<file path="src/hw/rtl/maps_pkg.sv">
// shared types and constants for the difference-equation plant
package maps_pkg;

  // counter field width, enough for any size up to eight
  localparam int CNT_W = 3;

  // item opcodes
  typedef enum logic [2:0] {
    OP_WR_A   = 3'd0,
    OP_WR_B   = 3'd1,
    OP_WR_OFS = 3'd2,
    OP_SET_IN = 3'd3,
    OP_PRESET = 3'd4,
    OP_TICK   = 3'd5
  } maps_op_t;

  // commands from controller to datapath
  typedef struct packed {
    logic             take;
    logic             acc_load;
    logic             issue;
    logic             sel_b;
    logic [CNT_W-1:0] lag;
    logic [CNT_W-1:0] row;
    logic [CNT_W-1:0] col;
    logic             emit;
    logic             last;
    logic             hist_shift;
  } maps_cmd_t;

endpackage

</file>
<file path="src/hw/rtl/maps_ctrl.sv">
// controller: sequences writes, the per-row product walk and result beats
module maps_ctrl #(
  parameter int NUM_OUTPUTS = 4,
  parameter int NUM_INPUTS  = 4,
  parameter int MODEL_ORDER = 4
) (
  input  logic               clk,
  input  logic               rst,
  input  logic               in_valid,
  output logic               in_ready,
  input  logic [2:0]         opcode,
  output logic               out_valid,
  input  logic               out_ready,
  output maps_pkg::maps_cmd_t cmd
);
  import maps_pkg::*;

  typedef enum logic [2:0] {
    S_IDLE, S_LOAD, S_ISSUE, S_DRAIN, S_EMIT, S_SHIFT
  } state_t;

  state_t           state;
  logic [CNT_W-1:0] row;
  logic [CNT_W-1:0] lag;
  logic [CNT_W-1:0] col;
  logic             sel_b;
  logic             drain;

  logic take;
  logic col_end;
  logic lag_end;
  logic row_end;
  logic slot_free;

  assign in_ready  = (state == S_IDLE);
  assign take      = in_valid && in_ready;
  assign col_end   = sel_b ? (32'(col) == NUM_INPUTS - 1) : (32'(col) == NUM_OUTPUTS - 1);
  assign lag_end   = (32'(lag) == MODEL_ORDER - 1);
  assign row_end   = (32'(row) == NUM_OUTPUTS - 1);
  assign slot_free = !out_valid || out_ready;

  // command decode
  always_comb begin
    cmd            = '0;
    cmd.take       = take;
    cmd.acc_load   = (state == S_LOAD);
    cmd.issue      = (state == S_ISSUE);
    cmd.sel_b      = sel_b;
    cmd.lag        = lag;
    cmd.row        = row;
    cmd.col        = col;
    cmd.emit       = (state == S_EMIT) && slot_free;
    cmd.last       = row_end;
    cmd.hist_shift = (state == S_SHIFT);
  end

  // state, counters and output valid
  always_ff @(posedge clk) begin
    if (rst) begin
      state     <= S_IDLE;
      row       <= '0;
      lag       <= '0;
      col       <= '0;
      sel_b     <= 1'b0;
      drain     <= 1'b0;
      out_valid <= 1'b0;
    end else begin
      if (state == S_EMIT && slot_free) begin
        out_valid <= 1'b1;
      end else if (out_ready) begin
        out_valid <= 1'b0;
      end
      unique case (state)
        S_IDLE: begin
          if (take && opcode == OP_TICK) begin
            row   <= '0;
            state <= S_LOAD;
          end
        end
        S_LOAD: begin
          lag   <= '0;
          col   <= '0;
          sel_b <= 1'b0;
          state <= S_ISSUE;
        end
        S_ISSUE: begin
          if (!col_end) begin
            col <= col + 1'b1;
          end else if (!sel_b) begin
            col   <= '0;
            sel_b <= 1'b1;
          end else if (!lag_end) begin
            col   <= '0;
            sel_b <= 1'b0;
            lag   <= lag + 1'b1;
          end else begin
            drain <= 1'b0;
            state <= S_DRAIN;
          end
        end
        S_DRAIN: begin
          drain <= 1'b1;
          if (drain) begin
            state <= S_EMIT;
          end
        end
        S_EMIT: begin
          if (slot_free) begin
            if (row_end) begin
              state <= S_SHIFT;
            end else begin
              row   <= row + 1'b1;
              state <= S_LOAD;
            end
          end
        end
        S_SHIFT: begin
          state <= S_IDLE;
        end
        default: begin
          state <= S_IDLE;
        end
      endcase
    end
  end

endmodule

</file>
<file path="config.mk">
export PLATFORM = sky130hd
export DESIGN_NAME = maps_ctrl
export DESIGN_NICKNAME = d
export VERILOG_FILES = /design/src/hw/rtl/maps_pkg.sv /design/src/hw/rtl/maps_ctrl.sv
export SDC_FILE = /design/constraint.sdc
export NUM_CORES = 1
export LEC_CHECK = 0
export ABC_CLOCK_PERIOD_IN_PS = 1700
export BUFFER_PORTS_ARGS = -buffer_cell sky130_fd_sc_hd__buf_2
export CAP_MARGIN = 10
export CELL_PAD_IN_SITES_DETAIL_PLACEMENT = 1
export CELL_PAD_IN_SITES_GLOBAL_PLACEMENT = 1
export CORE_MARGIN = 2
export CORE_UTILIZATION = 36
export CTS_CLUSTER_SIZE = 16
export DETAILED_ROUTE_END_ITERATION = 10
export GPL_TIMING_DRIVEN = 0
export PLACE_DENSITY_LB_ADDON = 0.1
export SETUP_SLACK_MARGIN = 0.4
export SLEW_MARGIN = 40
export SYNTH_ARGS = -nofsm -noshare
export SYNTH_HDL_FRONTEND = slang
export SYNTH_SLANG_ARGS = --single-unit
</file>
<file path="constraint.sdc">
create_clock -name clk -period 1.7 [get_ports clk]
set_input_delay 0.255 -clock clk [delete_from_list [all_inputs] [get_ports clk]]
set_output_delay 0.255 -clock clk [all_outputs]
set_load 0.1 [all_outputs]
</file>
==> flow_metrics.tcl, run 1 <==
set metrics [dict create \
    synth_fp_nets 113 \
    synth-main-ff-cell "dfxtp_1" \
    port_buffers 23 \
    clock_sinks 15 \
    status "stopped before the end" \
    ys_seq_area_share_pct 34.4 \
    initial_core_util_pct 38.7 \
    clk_path_buf_depth 2 \
    worst_endpoint "col[0]$_SDFFE_PP0P_/D" \
    die_w_um 53.2 \
    antenna_found_initial 0 \
    num_rows 17 \
    synth_edf_count 0 \
    synth_area_leader_cell "dfxtp_1" \
    ios 25 \
    numCtsBuffers 3 \
    die_h_um 53.2 \
    syn_avg_cell_area_um2 8.63 \
    worst-ep-kind "sequential cell input" \
    dpl.hpwl_um 1770 \
    stop_stage "global routing (5_1_grt)" \
    synthesis.area_um2 872 \
    cts_root_buf "clkbuf_4" \
    hold_buffers 0 \
    grt_max_degree 11 \
    synthCells 101 \
    htreeDepth 1 \
    yosys_warnings 0 \
    yosysUniqueCellTypes 36 \
    yosysTopAreaCellShare_pct 34.4 \
    error "[ERROR DPL-0033] detailed placement checks failed during check placement." \
    synth_area_leaders "dfxtp_1, ha_1, a21oi_1, nand4b_1, nor2_1" \
    ys_ff_latch 15 \
    ys_async_sr_fraction_pct 0 \
    gp_congestion 0.753 \
]
[synthesized netlist by cell type, drive strengths merged, types with 2 or more instances]
| library cell | number |
|---|---|
| dfxtp | 15 |
| a21oi | 11 |
| nor2 | 9 |
| buf | 7 |
| ha | 5 |
| nand2b | 5 |
| nand2 | 4 |
| nand4b | 4 |
| nor3 | 4 |
| o31ai | 4 |
| nor2b | 3 |
| a2bb2oi | 2 |
| clkbuf | 2 |
| inv | 2 |
| nand3b | 2 |
| nor3b | 2 |
| nor4 | 2 |
| o32ai | 2 |
| or3b | 2 |
[cell families after synthesis]
group	share of synthesized area (%)
AO/OA/AOI/OAI	20.1
buffers and inverters	8.32
multiplexers	1.15
adder cells (fa/ha/maj)	7.17
flip-flops	34.4
AND/OR/NAND/NOR	28.8
[stage by stage]
stage	cell area, µm²	instances	utilization, %	TNS, ns	worst slack, ns
global placement	1180	152	52.4	0	0.0913
floorplan	1030	101	-	-1.82	-0.309
detailed placement	1180	152	52.4	0	0.0897
CTS	1630	176	72.4	0	0.0555
[repair_timing]
| action | 4_1_cts |
|---|---|
| cloned | 0 |
| pin swaps | 23 |
| setup buffers | 20 |
| resized for setup | 71 |
| endpoints found under the setup margin | 30 |
==> run 2, diff against run 1 <==
==> config.mk (replaced) <==
export PLATFORM = sky130hd
export DESIGN_NAME = maps_ctrl
export DESIGN_NICKNAME = d
export VERILOG_FILES = /design/src/hw/rtl/maps_pkg.sv /design/src/hw/rtl/maps_ctrl.sv
export SDC_FILE = /design/constraint.sdc
export NUM_CORES = 1
export LEC_CHECK = 0
export ABC_CLOCK_PERIOD_IN_PS = 1700
export BUFFER_PORTS_ARGS = -buffer_cell sky130_fd_sc_hd__buf_2
export CAP_MARGIN = 10
export CORE_AREA = 2 2 63 65
export DETAILED_ROUTE_END_ITERATION = 10
export DIE_AREA = 0 0 65 67
export GPL_TIMING_DRIVEN = 0
export PLACE_DENSITY_LB_ADDON = 0.15
export SLEW_MARGIN = 40
export SYNTH_ARGS = -nofsm -noshare
export SYNTH_HDL_FRONTEND = slang
export SYNTH_SLANG_ARGS = --single-unit
==> run 2 against run 1 <==
  * The flow now finishes without violations
  * Synthesized cell count is the same
  * Area after synthesis is the same
==> flow_metrics.tcl, run 2 <==
set metrics [dict create \
    cts_tree "built" \
    p_per_area_nw_per_um2 1610 \
    ff2ff_path_depth 6 \
    p_sw_uw 1000 \
    htreeDepth 1 \
    cp.required_ns 1.44 \
    num_rows 22 \
    worstPathArrival_ns 1.40 \
    yosysMostFrequentCell "dfxtp_1" \
    clkLatencyLatePin_ns 0.25 \
    area_growth_syn_to_layout_pct 41.6 \
    fin_skew_ns 0.00153 \
    ant_nets 0 \
    cp-start-kind "flip-flop" \
    synth-main-ff-cell "dfxtp_1" \
    dpl.hpwl_um 1590 \
    synth_fp_nets 113 \
    core-area_um2 3610 \
    slew_headroom_pct 67.6 \
    final_hold_viol_count 0 \
    finalCritPeriodShare_pct 97.4 \
    yosysTopAreaCellShare_pct 34.4 \
    fmax_mhz 604 \
    yosysUniqueCellTypes 36 \
    slew_violations 0 \
    power_uw 1980 \
    power.internal_uw 983 \
    layout.nets 142 \
    cp-startpoint "state[1]" \
    synth_common_cells "dfxtp_1, a21oi_1, nor2_1" \
    port_buffers 23 \
    clk_pin_slew_worst_paths_ns 0.06 \
    grt_pass1_wl_um 3900 \
    power_frac_seq_pct 21.4 \
    power.leakage_uw 0.000509 \
    dr.pass1.iters 4 \
    finalSetupViolCount 0 \
    status "finished clean" \
    hold_path_class "in2reg" \
    clkPwrFrac_pct 14.8 \
    ios 25 \
    drive_gt1_share_pct 41.1 \
    layout.cells.non_filler 177 \
    remaining_drc_errors 0 \
    pwr-share-comb_pct 63.8 \
    synthesis.area_um2 872 \
    hold_buffers 0 \
    grt_pass1_vias 834 \
    grt_max_degree 11 \
    via_count 828 \
    endpoint_kind "output pin" \
    clk_path_buf_depth 2 \
    track_usage_pct 11.7 \
    crit_type "reg2out" \
    rsz0062_at_grt "true" \
    reg2reg_slack_ns 0.14 \
    r2r-start "state[1]" \
    viasPerCell 4.68 \
    dr.first_iter.drc_count 38 \
    worst_slew_pin_slew_ns 0.489 \
    finalWorstSetupSlack_ns 0.0437 \
    cts_root_buf "clkbuf_8" \
    clock_sinks 15 \
    synthCells 101 \
    routed_wl_um 2090 \
    period_minus_slack_ns 1.66 \
    ys_seq_area_share_pct 34.4 \
    maxCapViolCount 0 \
    dp_slack_ns 0.0885 \
    crit_fanout 7 \
    synth_area_leaders "dfxtp_1, ha_1, a21oi_1, nand4b_1, nor2_1" \
    ys_ff_latch 15 \
    initial_core_util_pct 24.2 \
    die_area_um2 4360 \
    yosys_warnings 0 \
    ir_worst_vdd_mv 0.768 \
    antenna_found_initial 0 \
    die_w_um 65 \
    timing.rr.end "col[2]" \
    ys_async_sr_fraction_pct 0 \
    numCtsBuffers 3 \
    wire_per_inst_um 11.8 \
    die_h_um 67 \
    gp_congestion 0.678 \
    antenna_cells_inserted 0 \
    synth_area_leader_cell "dfxtp_1" \
    grt_overflow_total 0 \
    final_cell_mix "buf_2, a21oi_1, dfxtp_2" \
    syn_avg_cell_area_um2 8.63 \
    placed_cells_incl_taps 172 \
    post-route-util_pct 34.2 \
    layout_commonest_cell "buf_2" \
    switching_share_pct 50.4 \
    synth_edf_count 0 \
    crit_path_end "cmd[13]" \
]
## run 2: area by class of cell
cell class	count	area (µm²)
fill	396	2370
multi-input combinational	74	536
sequential	15	317
timing repair buffer	24	174
buffer	9	87.6
tap	48	60.1
clock buffer	4	45.0
inverter	3	16.3
## run 2: kinds of logic after synthesis
kind of cell / count (synthesis) / synth area share (%)
adder cells (fa/ha/maj): 5 / 7.17
flip-flops: 15 / 34.4
multiplexers: 1 / 1.15
AND/OR/NAND/NOR: 42 / 28.8
buffers and inverters: 12 / 8.32
AO/OA/AOI/OAI: 26 / 20.1
## run 2: how the worst min path moves through the flow
stage / cells after the start / slack, ns / end / start
after floorplan: 2 / 0.45 / drain / drain
after global placement: 2 / 0.45 / row[2] / row[2]
after detailed placement: 2 / 0.47 / row[2] / row[2]
after CTS: 3 / 0.34 / out_valid / out_ready
after global routing: 3 / 0.38 / out_valid / out_ready
final: 3 / 0.35 / out_valid / out_ready
## run 2: metal layers
metal / wire length, µm / share of wire (%) / vias to the layer above / track usage [%]
met1: 969 / 46 / 382 / 14.5
met4: 33 / 1.6 / 0 / 4.79
met2: 964 / 46 / 18 / 18.8
met3: 126 / 6.0 / 5 / 3.38
li1: - / - / 423 / -
met5: 0 / 0 / - / 0
## run 2: power groups by stage
stage	Clock, µW	Combinational, µW	Sequential, µW
floorplan	0	901	505
global placement	0	1140	430
detailed placement	0	1140	431
CTS	313	1190	424
global route	329	1350	428
finish	295	1260	424
## run 2: through the flow
step / setup TNS [ns] / hold WS [ns] / cell area [µm²]
global placement: 0 / 0.453 / 1120
CTS: 0 / 0.336 / 1200
detailed placement: 0 / 0.466 / 1120
finish: 0 / 0.347 / 1230
floorplan: -1.80 / 0.449 / 945
global route: -0.00308 / 0.378 / 1230
## run 2: critical path: stages (launching register included)
cell and delay, ns:
dfxtp_1 0.37, or3b_4 0.39, buf_6 0.15, clkinv_4 0.08, buf_12 0.17
## run 2: timing repair
action                     CTS  global route
setup buffers                0             1
gates cloned                 0             0
setup endpoints to repair    5             8
gates resized for setup     10             9
Power figures use the tool's default switching activity.
